$ cat config.mk
export PLATFORM = sky130hd
export DESIGN_NAME = six_bit_printable_codec_flat
export DESIGN_NICKNAME = d
export VERILOG_FILES = /design/src/sv/sbpc_pkg.sv /design/src/sv/sbpc_if.sv /design/src/sv/sbpc_front.sv /design/src/sv/sbpc_queue.sv /design/src/sv/sbpc_back.sv /design/src/sv/six_bit_printable_codec.sv /design/src/flat_wrapper.sv
export SDC_FILE = /design/constraint.sdc
export NUM_CORES = 1
export LEC_CHECK = 0
export BUFFER_PORTS_ARGS = -buffer_cell sky130_fd_sc_hd__buf_2
export CELL_PAD_IN_SITES_DETAIL_PLACEMENT = 1
export CELL_PAD_IN_SITES_GLOBAL_PLACEMENT = 1
export CORE_MARGIN = 10
export CORE_UTILIZATION = 30
export CTS_BUF_LIST = sky130_fd_sc_hd__clkbuf_16
export DETAILED_ROUTE_END_ITERATION = 10
export GPL_ROUTABILITY_DRIVEN = 1
export GPL_TIMING_DRIVEN = 0
export PLACE_DENSITY = 0.6
export REMOVE_ABC_BUFFERS = 1
export SKIP_CTS_REPAIR_TIMING = 1
export SLEW_MARGIN = 20
export SYNTH_ARGS = -nofsm -noshare
export SYNTH_HDL_FRONTEND = slang
export SYNTH_SLANG_ARGS = --single-unit
$ cat constraint.sdc
create_clock -name i_clk -period 6.5 [get_ports i_clk]
set_clock_uncertainty 0.2 [all_clocks]
set_input_delay 0.65 -clock i_clk [delete_from_list [all_inputs] [get_ports i_clk]]
set_output_delay 0.65 -clock i_clk [all_outputs]
set_load 0.05 [all_outputs]
$ cat src/sv/sbpc_pkg.sv
// Package for the six-bit printable codec.
// Holds the result and queue entry types, the character offset, the default queue depth and the mode codes.
// No dependencies.
`default_nettype none

package sbpc_pkg;

    // Offset added to every six-bit group on the character side
    localparam logic [7:0] OFFSET_CHAR = 8'h3c;

    // Default depth of the queue between front and back
    localparam int QUEUE_DEPTH = 2;

    typedef enum logic {
        MODE_ENCODE = 1'b0,
        MODE_DECODE = 1'b1
    } t_mode;

    // One result item as seen on the output channel
    typedef struct packed {
        logic [7:0] data_out;
        logic       has_data;
        logic       bad_char;
        logic       end_of_output;
    } t_result;

    // Work for the back end: one result, or two when two is set
    typedef struct packed {
        t_result first;
        logic    two;
        t_result second;
    } t_entry;

endpackage

`default_nettype wire

$ cat src/sv/sbpc_if.sv
// Channel interfaces of the six-bit printable codec: input, output and mode write.
// Valid/ready handshake; a transfer happens when both are high at a clock edge.
// No dependencies.
`default_nettype none

interface sbpc_in_if;
    logic       valid;
    logic       ready;
    logic [7:0] data_in;
    logic       end_of_input;

    modport source (output valid, output data_in, output end_of_input, input ready);
    modport sink (input valid, input data_in, input end_of_input, output ready);
endinterface

interface sbpc_out_if;
    logic       valid;
    logic       ready;
    logic [7:0] data_out;
    logic       has_data;
    logic       bad_char;
    logic       end_of_output;

    modport source (output valid, output data_out, output has_data, output bad_char,
                    output end_of_output, input ready);
    modport sink (input valid, input data_out, input has_data, input bad_char,
                  input end_of_output, output ready);
endinterface

interface sbpc_cfg_if;
    logic valid;
    logic ready;
    logic mode;

    modport source (output valid, output mode, input ready);
    modport sink (input valid, input mode, output ready);
endinterface

`default_nettype wire

$ cat src/sv/sbpc_front.sv
// Front end of the six-bit printable codec: takes input transfers and mode writes,
// keeps the stream state and turns each item into a queue entry of up to two results.
// Depends on sbpc_pkg and sbpc_if.
`default_nettype none

module sbpc_front
    import sbpc_pkg::*;
(
    input  wire logic   i_clk,
    input  wire logic   i_rst_n,
    sbpc_in_if.sink     i_in,
    sbpc_cfg_if.sink    i_cfg,
    input  wire logic   i_q_ready,
    output logic        o_push,
    output t_entry      o_entry
);

    t_mode      r_mode, n_mode;
    logic [5:0] r_enc_rest, n_enc_rest;
    logic [1:0] r_enc_phase, n_enc_phase;
    logic [1:0] r_dec_offset, n_dec_offset;
    logic [2:0] r_dec_filled, n_dec_filled;
    logic [7:0] r_dec_partial, n_dec_partial;
    logic       r_failed, n_failed;

    logic       accept;
    logic       last;
    logic [7:0] b;
    logic [1:0] enc_p;
    logic [5:0] made;
    logic [5:0] rest;
    logic [7:0] diff;
    logic [5:0] g;
    logic [1:0] dec_p;
    logic       have;
    logic       wrap;
    logic [1:0] new_p;
    logic [7:0] dec_byte;
    logic [7:0] partial_new;
    logic [2:0] filled_base;
    logic [2:0] filled_new;

    function automatic t_result mk_result(logic [7:0] d, logic h, logic bad, logic e);
        t_result r;
        r.data_out      = d;
        r.has_data      = h;
        r.bad_char      = bad;
        r.end_of_output = e;
        return r;
    endfunction

    assign i_in.ready  = i_q_ready;
    assign i_cfg.ready = 1'b1;
    assign accept      = i_in.valid & i_q_ready;
    assign last        = i_in.end_of_input;
    assign b           = i_in.data_in;

    // Encoder: split the byte at the current phase
    always_comb begin
        enc_p = (r_enc_phase > 2'd2) ? 2'd2 : r_enc_phase;
        unique case (enc_p)
            2'd0: begin
                made = b[7:2];
                rest = {b[1:0], 4'b0000};
            end
            2'd1: begin
                made = r_enc_rest | {2'b00, b[7:4]};
                rest = {b[3:0], 2'b00};
            end
            default: begin
                made = r_enc_rest | {4'b0000, b[7:6]};
                rest = b[5:0];
            end
        endcase
    end

    // Decoder: finish the pending byte and start the next one
    always_comb begin
        diff  = b - OFFSET_CHAR;
        g     = diff[5:0];
        dec_p = (r_dec_offset > 2'd2) ? 2'd2 : r_dec_offset;
        have  = (r_dec_filled >= 3'd2);
        wrap  = have && (dec_p == 2'd2);
        new_p = (have && !wrap) ? dec_p + 2'd1 : dec_p;
        unique case (dec_p)
            2'd0:    dec_byte = r_dec_partial | {6'b000000, g[5:4]};
            2'd1:    dec_byte = r_dec_partial | {4'b0000, g[5:2]};
            default: dec_byte = r_dec_partial | {2'b00, g};
        endcase
        filled_base = have ? 3'd0 : r_dec_filled;
        unique case (new_p)
            2'd0: begin
                partial_new = {g, 2'b00};
                filled_new  = filled_base + 3'd6;
            end
            2'd1: begin
                partial_new = {g[3:0], 4'b0000};
                filled_new  = filled_base + 3'd4;
            end
            default: begin
                partial_new = {g[1:0], 6'b000000};
                filled_new  = filled_base + 3'd2;
            end
        endcase
    end

    // Next state and queue entry
    always_comb begin
        n_mode        = r_mode;
        n_enc_rest    = r_enc_rest;
        n_enc_phase   = r_enc_phase;
        n_dec_offset  = r_dec_offset;
        n_dec_filled  = r_dec_filled;
        n_dec_partial = r_dec_partial;
        n_failed      = r_failed;
        o_push        = 1'b0;
        o_entry       = '0;

        if (accept) begin
            if (r_mode == MODE_ENCODE) begin
                o_push        = 1'b1;
                o_entry.first = mk_result({2'b00, made} + OFFSET_CHAR, 1'b1, 1'b0, 1'b0);
                if (enc_p == 2'd2) begin
                    o_entry.two    = 1'b1;
                    o_entry.second = mk_result({2'b00, rest} + OFFSET_CHAR, 1'b1, 1'b0, last);
                    n_enc_phase    = 2'd0;
                    n_enc_rest     = 6'd0;
                end else begin
                    // flush leftover bits after the last byte
                    o_entry.two    = last;
                    o_entry.second = mk_result({2'b00, rest} + OFFSET_CHAR, 1'b1, 1'b0, 1'b1);
                    n_enc_phase    = enc_p + 2'd1;
                    n_enc_rest     = rest;
                end
            end else begin
                if (r_failed) begin
                    o_push        = last;
                    o_entry.first = mk_result(8'h00, 1'b0, 1'b1, 1'b1);
                end else if (b < OFFSET_CHAR) begin
                    n_failed      = 1'b1;
                    o_push        = 1'b1;
                    o_entry.first = mk_result(8'h00, 1'b0, 1'b1, last);
                end else begin
                    if (wrap) begin
                        n_dec_offset  = 2'd0;
                        n_dec_partial = 8'h00;
                        n_dec_filled  = 3'd0;
                    end else begin
                        n_dec_offset  = new_p;
                        n_dec_partial = partial_new;
                        n_dec_filled  = filled_new;
                    end
                    o_push = have | last;
                    if (have) begin
                        o_entry.first = mk_result(dec_byte, 1'b1, 1'b0, last);
                    end else begin
                        o_entry.first = mk_result(8'h00, 1'b0, 1'b0, 1'b1);
                    end
                end
            end
        end

        // end of stream or mode write: fresh stream
        if ((accept && last) || i_cfg.valid) begin
            n_enc_rest    = 6'd0;
            n_enc_phase   = 2'd0;
            n_dec_offset  = 2'd0;
            n_dec_filled  = 3'd0;
            n_dec_partial = 8'h00;
            n_failed      = 1'b0;
        end
        if (i_cfg.valid) begin
            n_mode = t_mode'(i_cfg.mode);
        end
    end

    // State registers
    always_ff @(posedge i_clk) begin
        if (!i_rst_n) begin
            r_mode        <= MODE_ENCODE;
            r_enc_rest    <= 6'd0;
            r_enc_phase   <= 2'd0;
            r_dec_offset  <= 2'd0;
            r_dec_filled  <= 3'd0;
            r_dec_partial <= 8'h00;
            r_failed      <= 1'b0;
        end else begin
            r_mode        <= n_mode;
            r_enc_rest    <= n_enc_rest;
            r_enc_phase   <= n_enc_phase;
            r_dec_offset  <= n_dec_offset;
            r_dec_filled  <= n_dec_filled;
            r_dec_partial <= n_dec_partial;
            r_failed      <= n_failed;
        end
    end

    // Encoder phase stays within a 3-byte block
    a_enc_phase: assert property (@(posedge i_clk) disable iff (!i_rst_n)
        r_enc_phase != 2'd3)
        else $error("encoder phase out of range");

    // Decoder holds an even bit count, and none only at the block start
    a_dec_fill: assert property (@(posedge i_clk) disable iff (!i_rst_n)
        (r_dec_filled[0] == 1'b0) && (r_dec_filled != 3'd0 || r_dec_offset == 2'd0))
        else $error("decoder fill count inconsistent");

    // A last item leaves a fresh stream behind
    a_stream_clear: assert property (@(posedge i_clk) disable iff (!i_rst_n)
        (accept && last) |=> (r_enc_phase == 2'd0 && r_dec_filled == 3'd0 && !r_failed))
        else $error("stream state not cleared after last item");

endmodule

`default_nettype wire

$ cat src/sv/sbpc_queue.sv
// Short queue between front and back of the six-bit printable codec.
// Each entry holds up to two results of one input item.
// Depends on sbpc_pkg.
`default_nettype none

module sbpc_queue
    import sbpc_pkg::*;
#(
    parameter int DEPTH = QUEUE_DEPTH
) (
    input  wire logic   i_clk,
    input  wire logic   i_rst_n,
    input  wire logic   i_push,
    input  wire t_entry i_entry,
    output logic        o_ready,
    input  wire logic   i_pop,
    output logic        o_valid,
    output t_entry      o_head
);

    localparam int PTR_W = (DEPTH > 1) ? $clog2(DEPTH) : 1;
    localparam int CNT_W = $clog2(DEPTH + 1);

    t_entry           r_mem [DEPTH];
    logic [PTR_W-1:0] r_wr;
    logic [PTR_W-1:0] r_rd;
    logic [CNT_W-1:0] r_count;

    logic do_push;
    logic do_pop;

    assign o_ready = (r_count != CNT_W'(DEPTH));
    assign o_valid = (r_count != '0);
    assign o_head  = r_mem[r_rd];
    assign do_push = i_push & o_ready;
    assign do_pop  = i_pop & o_valid;

    // Storage
    always_ff @(posedge i_clk) begin
        if (do_push) begin
            r_mem[r_wr] <= i_entry;
        end
    end

    // Pointers and fill count
    always_ff @(posedge i_clk) begin
        if (!i_rst_n) begin
            r_wr    <= '0;
            r_rd    <= '0;
            r_count <= '0;
        end else begin
            if (do_push) begin
                r_wr <= (r_wr == PTR_W'(DEPTH - 1)) ? '0 : r_wr + 1'b1;
            end
            if (do_pop) begin
                r_rd <= (r_rd == PTR_W'(DEPTH - 1)) ? '0 : r_rd + 1'b1;
            end
            unique case ({do_push, do_pop})
                2'b10:   r_count <= r_count + 1'b1;
                2'b01:   r_count <= r_count - 1'b1;
                default: r_count <= r_count;
            endcase
        end
    end

endmodule

`default_nettype wire

$ cat src/sv/sbpc_back.sv
// Back end of the six-bit printable codec: takes queue entries and sends their
// results, one per output transfer, from a registered output stage.
// Depends on sbpc_pkg and sbpc_if.
`default_nettype none

module sbpc_back
    import sbpc_pkg::*;
(
    input  wire logic   i_clk,
    input  wire logic   i_rst_n,
    input  wire logic   i_q_valid,
    input  wire t_entry i_q_head,
    output logic        o_pop,
    sbpc_out_if.source  o_out
);

    logic    r_valid;
    t_result r_res;
    logic    r_sub;
    logic    load;

    // Output stage is free when empty or its result is taken now
    assign load  = !r_valid || o_out.ready;
    assign o_pop = load && i_q_valid && (r_sub || !i_q_head.two);

    assign o_out.valid         = r_valid;
    assign o_out.data_out      = r_res.data_out;
    assign o_out.has_data      = r_res.has_data;
    assign o_out.bad_char      = r_res.bad_char;
    assign o_out.end_of_output = r_res.end_of_output;

    // Control: valid flag and which result of the head entry goes next
    always_ff @(posedge i_clk) begin
        if (!i_rst_n) begin
            r_valid <= 1'b0;
            r_sub   <= 1'b0;
        end else if (load) begin
            r_valid <= i_q_valid;
            if (i_q_valid) begin
                r_sub <= !r_sub && i_q_head.two;
            end
        end
    end

    // Payload
    always_ff @(posedge i_clk) begin
        if (load && i_q_valid) begin
            r_res <= r_sub ? i_q_head.second : i_q_head.first;
        end
    end

endmodule

`default_nettype wire

$ cat src/sv/six_bit_printable_codec.sv
// Top level of the six-bit printable codec: front end, queue and back end.
// Depends on sbpc_pkg, sbpc_if, sbpc_front, sbpc_queue and sbpc_back.
//
//  channel  dir  modport  payload
//  i_in     in   sink     data_in[7:0], end_of_input
//  o_out    out  source   data_out[7:0], has_data, bad_char, end_of_output
//  i_cfg    in   sink     mode (write channel, always ready)
//
// An input transfer is taken every cycle while the queue has room; its first result
// is offered on o_out at the earliest after it has passed through the queue and then
// the output register.
// An encoded byte that yields two characters holds the output for both of them,
// so the output port sets the rate: one result per cycle while o_out.ready is high.
// Reset (synchronous, active low) sets encode mode and a fresh stream.
// Output stalls back up through the queue to i_in.ready; mode writes clear the stream.
`default_nettype none

module six_bit_printable_codec
    import sbpc_pkg::*;
#(
    parameter int DEPTH = QUEUE_DEPTH
) (
    input  wire logic   i_clk,
    input  wire logic   i_rst_n,
    sbpc_in_if.sink     i_in,
    sbpc_cfg_if.sink    i_cfg,
    sbpc_out_if.source  o_out
);

    logic   push;
    t_entry push_entry;
    logic   q_ready;
    logic   pop;
    logic   q_valid;
    t_entry q_head;

    sbpc_front u_front (
        .i_clk     (i_clk),
        .i_rst_n   (i_rst_n),
        .i_in      (i_in),
        .i_cfg     (i_cfg),
        .i_q_ready (q_ready),
        .o_push    (push),
        .o_entry   (push_entry)
    );

    sbpc_queue #(
        .DEPTH (DEPTH)
    ) u_queue (
        .i_clk   (i_clk),
        .i_rst_n (i_rst_n),
        .i_push  (push),
        .i_entry (push_entry),
        .o_ready (q_ready),
        .i_pop   (pop),
        .o_valid (q_valid),
        .o_head  (q_head)
    );

    sbpc_back u_back (
        .i_clk     (i_clk),
        .i_rst_n   (i_rst_n),
        .i_q_valid (q_valid),
        .i_q_head  (q_head),
        .o_pop     (pop),
        .o_out     (o_out)
    );

endmodule

`default_nettype wire

$ cat src/flat_wrapper.sv
// flat-port wrapper written by rule: the top's interface ports become plain ports
module six_bit_printable_codec_flat import sbpc_pkg::*;
#(
    parameter int DEPTH = QUEUE_DEPTH
)
  (i_clk, i_rst_n, i_in_valid, i_in_data_in, i_in_end_of_input, i_in_ready, i_cfg_valid, i_cfg_mode, i_cfg_ready, o_out_valid, o_out_data_out, o_out_has_data, o_out_bad_char, o_out_end_of_output, o_out_ready);
  sbpc_in_if i_in_i ();
  sbpc_cfg_if i_cfg_i ();
  sbpc_out_if o_out_i ();
  input  wire logic i_clk;
  input  wire logic i_rst_n;
  input wire logic [$bits(i_in_i.valid)-1:0] i_in_valid;
  input wire logic [$bits(i_in_i.data_in)-1:0] i_in_data_in;
  input wire logic [$bits(i_in_i.end_of_input)-1:0] i_in_end_of_input;
  output wire logic [$bits(i_in_i.ready)-1:0] i_in_ready;
  input wire logic [$bits(i_cfg_i.valid)-1:0] i_cfg_valid;
  input wire logic [$bits(i_cfg_i.mode)-1:0] i_cfg_mode;
  output wire logic [$bits(i_cfg_i.ready)-1:0] i_cfg_ready;
  output wire logic [$bits(o_out_i.valid)-1:0] o_out_valid;
  output wire logic [$bits(o_out_i.data_out)-1:0] o_out_data_out;
  output wire logic [$bits(o_out_i.has_data)-1:0] o_out_has_data;
  output wire logic [$bits(o_out_i.bad_char)-1:0] o_out_bad_char;
  output wire logic [$bits(o_out_i.end_of_output)-1:0] o_out_end_of_output;
  input wire logic [$bits(o_out_i.ready)-1:0] o_out_ready;
  assign i_in_i.valid = i_in_valid;
  assign i_in_i.data_in = i_in_data_in;
  assign i_in_i.end_of_input = i_in_end_of_input;
  assign i_in_ready = i_in_i.ready;
  assign i_cfg_i.valid = i_cfg_valid;
  assign i_cfg_i.mode = i_cfg_mode;
  assign i_cfg_ready = i_cfg_i.ready;
  assign o_out_valid = o_out_i.valid;
  assign o_out_data_out = o_out_i.data_out;
  assign o_out_has_data = o_out_i.has_data;
  assign o_out_bad_char = o_out_i.bad_char;
  assign o_out_end_of_output = o_out_i.end_of_output;
  assign o_out_i.ready = o_out_ready;
  six_bit_printable_codec #(.DEPTH(DEPTH)) u_core (.i_clk(i_clk), .i_rst_n(i_rst_n), .i_in(i_in_i), .i_cfg(i_cfg_i), .o_out(o_out_i));
endmodule
== Yosys cells after proc, flatten, opt, wreduce, memory -nomap -nowiden ==
Memory sizes are Yosys's and may differ from the RTL's. A register that Yosys moved wholly into a read port is not among the register bits.
Cells that the tools add are included.

* Bitwise logic cells: 13
* Magnitude comparators: 4
* Reductions and logical operators: 23
* Mux-type cells: 35
* Add/sub/neg operators: 12
* Eq/ne operators: 8

{| class="wikitable"
|+ Operator list
! cell !! number
|-
| $mux W11 || 5
|-
| $pmux W8 S2 || 2
|-
| $mux W12 || 2
|-
| $pmux W6 S2 || 2
|-
| $mux W23 || 1
|-
| $add A6 B6 Y7 const B || 2
|-
| $mux W1 || 12
|-
| $mux W2 || 5
|-
| $eq A2 B1 Y1 const B || 4
|-
| $lt A8 B6 Y1 const B || 1
|-
| $mux W8 || 1
|-
| $or A8 B2 Y8 || 1
|-
| $or A8 B4 Y8 || 1
|-
| $or A8 B6 Y8 || 1
|-
| $add A2 B1 Y2 const B || 3
|-
| $add A3 B3 Y3 const B || 2
|-
| $eq A2 B2 Y1 const B || 3
|-
| $logic_and A1 B1 Y1 || 6
|-
| $logic_not A2 Y1 || 3
|-
| $mux W3 || 2
|-
| $mux W6 || 1
|-
| $or A6 B2 Y6 || 1
|-
| $or A6 B4 Y6 || 1
|-
| $pmux W3 S2 || 1
|-
| other kinds (17) || 32
|}

* Output and inout port bits: 14
* Memories: 1
* Input port bits: 15
* Logic and storage cells: 112
* Register bits: 40
* RAM bits: 46

{| class="wikitable"
|+ Memories
! name !! words !! bits a word !! rd ports !! clocked after memory_dff !! wr ports !! line !! text
|-
| u_core.u_queue.r_mem || 2 || 23 || 1 || 1 || 1 || sbpc_queue.sv:24 || <nowiki>t_entry r_mem [DEPTH];</nowiki>
|}

== Depth between registers and ports, before layout ==
* Depth after elaboration: 10
* Mapped depth: 9
* Depth with buffers taken out: 8

== Modules after synthesis ==
From an unflattened synthesis, not the netlist that was laid out.

* Cells, all modules: 342
* Area, all modules: 4036.4 um^2

{| class="wikitable"
|+ Modules (own cells, without submodules)
! module !! area an instance (um^2) !! cells each !! instances !! seq. area each (um^2)
|-
| sbpc_queue || 1885.6 || 95 || 1 || 1481.4
|-
| sbpc_front || 1556.5 || 212 || 1 || 400.4
|-
| sbpc_back || 594.3 || 35 || 1 || 370.4
|}

== Least setup slack after synthesis ==
OpenSTA, ideal clock, no wires.

* Path type: in2reg
* Start: input port i_in_data_in[2]
* End: memory u_core.u_queue.r_mem[0][0] (netlist bit) (enable)
* Buffers on the path: 0
* Cell stages on the path: 5
* Data required time: 5.900 ns
* Setup time: 0.400 ns
* Slack: 3.291 ns
* Arrival: 2.609 ns
* Cell sequence: ha_1 > a311oi_4 > o21ba_2 > o311ai_4 > nor2_1

* Word-level cells in the longest chain between the ends: 8

{| class="wikitable"
|+ Ends and longest elaborated chain
! element !! line !! text
|-
| start: declaration || flat_wrapper.sv:13 || <nowiki>input wire logic [$bits(i_in_i.data_in)-1:0] i_in_data_in;</nowiki>
|-
| $lt A8 B6 Y1 || sbpc_front.sv:139 || <nowiki>end else if (b < OFFSET_CHAR) begin</nowiki>
|-
| $mux W1 || sbpc_front.sv:139 ||
|-
| $mux W1 || sbpc_front.sv:136 || <nowiki>if (r_failed) begin</nowiki>
|-
| $mux W1 || sbpc_front.sv:120 || <nowiki>if (r_mode == MODE_ENCODE) begin</nowiki>
|-
| $mux W1 || sbpc_front.sv:119 || <nowiki>if (accept) begin</nowiki>
|-
| $and A1 B1 Y1 || sbpc_queue.sv:35 || <nowiki>assign do_push = i_push & o_ready;</nowiki>
|-
| $mux W1 || sbpc_queue.sv:40 || <nowiki>if (do_push) begin</nowiki>
|-
| $mux W1 (not written as such) || sbpc_queue.sv:41 || <nowiki>r_mem[r_wr] <= i_entry;</nowiki>
|-
| end: declaration || sbpc_queue.sv:24 ||
|}

Every way passes these cells.

== Worst setup path in the final report ==
* Start: input port i_in_data_in[2]
* End: memory u_core.u_queue.r_mem[0][5] (netlist bit) (enable)

Same word-level chain as after synthesis.

==> flow_summary.yaml <==
run_status:
  outcome: "finished, final reports clean"
worst_hold_path:
  min_to: "u_core.u_front.r_enc_rest[2]"
  number_of_cells_on_the_worst_hold_path: 2
  hold_class: "register to register"
  hp-start: "u_core.u_front.r_enc_rest[2]"
floorplan:
  initial_utilization_pct: 31.1
  std_cell_rows: 40
  die_width_um: 132
  coreArea_um2: 12200
  fp.dieArea_um2: 17500
  ios: 29
  floorplan.die.height_um: 132
worst_setup_path:
  worst-path-buf-inv: 2
  rr_startpoint: "u_core.u_queue.r_count[0]"
  timing.reg2reg.worst_path_depth: 5
  cp-end-kind: "register"
  critPathRequiredTime_ps: 6350
  timing.setup.critical_path_class: "input pin to register"
  timing.critical_path.max_delay_family: "compound AO/OA/AOI/OAI gates"
  critPathArrivalTime_ps: 2750
  end_of_the_worst_register_to_register_path: "u_core.u_queue.r_mem[0][16]"
  critical_path.cell_chain: "buf_2 -> ha_1 -> a311oi_4 -> o21ba_2 -> o311ai_4 -> nor2_2 -> buf_6"
  cpMaxStageDelayCell: "nor2_2"
  path_max_fanout: 13
  startpoint_class_of_the_critical_path: "input pin"
  reg2reg_slack_ps: 3820
  slowest_delay_ps: 540
logic_synthesis:
  yosys.area_share.simple_pct: 13.6
  synth.ff_latch_count: 80
  ys_async_sr_fraction_pct: 0
  synth_enable_flop_cells: 53
  syn-cell-area_um2: 3780
  post_synth_top_flop: "edfxtp_1"
  synth-seq-area-share_pct: 56.4
  number_of_cells_produced_by_synthesis: 317
  fraction_of_the_mapped_netlist_area_in_compound_gates_pct: 12.7
  synth_fa_ha_area_share_pct: 1.32
  xor_xnor_share_of_the_synthesized_area_pct: 2.08
  syn_area_per_cell_um2: 11.9
  yosysWarningCount: 0
  synth.mux.area_fraction_pct: 9.20
  main_combinational_cell_family_by_area_after_synthesis: "simple AND/OR/NAND/NOR gates"
  synth.distinct_cells: 62
grt:
  gr-total-overflow: 0
  grt.met3_usage_pct: 2.21
  grt_use_total_pct: 10.3
  antenna_violations_before_repair: 0
  first_pass_grt_wire_length_um: 14400
  number_of_global_route_vias_before_repair: 2673
  gr_util_met1_pct: 12.9
  use_met2_pct: 16.3
  grt-busiest-layer: "met2"
  grt_max_degree: 21
sta:
  period_needed_ps: 2900
  timing.hold.ws_ps: 253
  worst_rel_slew_slack_pct: 46.7
  worst-slew-pin-transition_ps: 798
  unrepaired_setup_endpoints_after_global_routing: "no"
  timing.final.max_slew_violations: 0
  setup_viol: 0
  final-hold-violation-count: 0
  max_freq_mhz: 345
  finalSetupTns_ps: 0
  min_period_over_period_pct: 44.6
  post-route-worst-setup-slack_ps: 3600
place:
  dp_worst_setup_slack_ps: 3170
  place.gp.congestion: 0.785
  dp.final_hpwl_um: 6160
  io_buffers: 27
clock_network:
  tritoncts: "built"
  root_buffer: "clkbuf_16"
  clock_insertion_delay_worst_skew_ps: 340
  numCtsBuffers: 9
  clock-sinks: 80
  cts.clk_slew.worst_paths_ps: 60
  cts.path.max_buffers: 2
  h-tree-depth: 3
finish:
  multi_input_logic_area_um2: 1490
  area.sequential_um2: 2130
  mostFrequentLayoutCell: "edfxtp_1"
  fillers: 1327
  antenna_cells_inserted: 0
  drive_above_1_share_pct: 21.0
  layout_common_cells: "edfxtp_1 (53), nor2_1 (29), dfxtp_1 (27), buf_2 (27), a21oi_1 (24)"
  design.final.nets: 357
  synthToLayoutAreaGrowth_pct: 15.2
detailed_routing:
  drtIter0Drc: 107
  via_per_inst: 4.91
  remaining_drc_errors: 0
  detailroute.via_count: 2507
  postRouteAntennaNets: 0
  wl_um: 8630
  post_drt_wl_per_cell_um: 16.9
  detailedRoute.firstPassIterationCount: 5
job:
  max_cap_viol_count: 0
power_and_ir_drop:
  leakage_nw: 1.51
  worst_ir_drop_vdd_v: 0.000136
  pwr_density_cell_nw_per_um2: 413
  totalPowerFinal_mw: 1.80
[where the power goes]
part | switching [mW] | internal (mW)
Clock | 0.209 | 0.337
Sequential | 0.0627 | 0.690
Combinational | 0.330 | 0.169
[through the flow]
step,util [%],cell area [µm²],instances
5_1_grt,35.8,4360,511
2_1_floorplan,-,3640,297
3_5_place_dp,33.2,4030,495
6_report,35.8,4360,511
4_1_cts,35.8,4350,511
3_3_place_gp,32.8,3990,492
[cell families after synthesis]
kind of cell               after synthesis
and+or+nand+nor                        102
AOI/OAI and AO/OA                       69
adders and majority gates                4
xor gates and xnor gates                 9
DFF                                     80
other                                    1
muxes                                   22
buffers and inverters                   30
[flip-flops by register name, indices dropped and copies added (netlist names), named ones only]
signal and flops:
u_core.u_back.o_out.has_data 1, u_core.u_front.r_enc_phase 2, u_core.u_back.o_out.bad_char 1, u_core.u_back.o_out.end_of_output 1, u_core.u_queue.r_rd 1, u_core.u_front.r_dec_filled 2, u_core.u_back.o_out.valid 1, u_core.u_back.o_out.data_out 8
u_core.u_back.r_sub 1, u_core.u_queue.r_count 2, u_core.u_front.r_enc_rest 6, u_core.u_front.r_dec_offset 2, u_core.u_queue.r_wr 1, u_core.u_front.r_mode 1, u_core.u_front.r_dec_partial 6, u_core.u_queue.r_mem 42
u_core.u_front.r_failed 1
[area by class of cell]
class                   instances  area share (%)
repair buffers                 30            3.88
clock buffers                   9            5.17
multi-input cells             207            34.1
inverters                      10           0.862
flip-flops and latches         80            49.0
clock inverters                 7            2.18
well taps                     168            4.83
[how the worst max path moves through the flow]
| stage | startpoint | endpoint | slack, ps | cells past startpoint |
|---|---|---|---|---|
| finish | i_in_data_in[2] | u_core.u_queue.r_mem[0][5] | 3600 | 7 |
| global route | i_in_data_in[2] | u_core.u_queue.r_mem[0][4] | 3410 | 7 |
| CTS | u_core.u_queue.r_count[0] | u_core.u_queue.r_count[1] | 3500 | 7 |
| detailed placement | i_in_data_in[2] | u_core.u_queue.r_mem[0][5] | 3170 | 7 |
| global placement | i_in_data_in[2] | u_core.u_queue.r_mem[0][17] | 2450 | 6 |
| floorplan | i_in_data_in[2] | u_core.u_queue.r_mem[0][0] | 3290 | 5 |
[routing by layer]
| metal | up-vias | part of all wire [%] |
|---|---|---|
| met3 | 14 | 3.7 |
| li1 | 1211 | - |
| met4 | 0 | 2.2 |
| met1 | 1237 | 47 |
| met2 | 45 | 47 |
| met5 | - | 0 |
[worst register-to-register path, cell delays in order, from the launching register on]
cell      delay [ps]
dfxtp_1          420
nand2b_2         250
nand3_1          520
inv_1            630
o221ai_1         220
o21ai_0          210
[Yosys cell counts (all sizes together), types with 4 or more instances]
master / instances / area share (%)
edfxtp: 53 / 42
nor2: 32 / 3.2
dfxtp: 27 / 14
a21oi: 25 / 3.4
nand2: 22 / 2.2
o21ai: 12 / 1.6
clkbuf: 11 / 1.9
mux2i: 11 / 3.2
nand3: 10 / 1.3
buf: 9 / 1.7
inv: 9 / 0.89
mux4: 9 / 5.4
and2: 6 / 0.99
nor3: 6 / 1.2
or3: 6 / 1.1
xnor2: 6 / 1.4
nand2b: 5 / 0.89
nor2b: 5 / 0.83
a211oi: 4 / 0.79
a31oi: 4 / 0.66
ha: 4 / 1.3
Power figures use the tool's default switching activity.
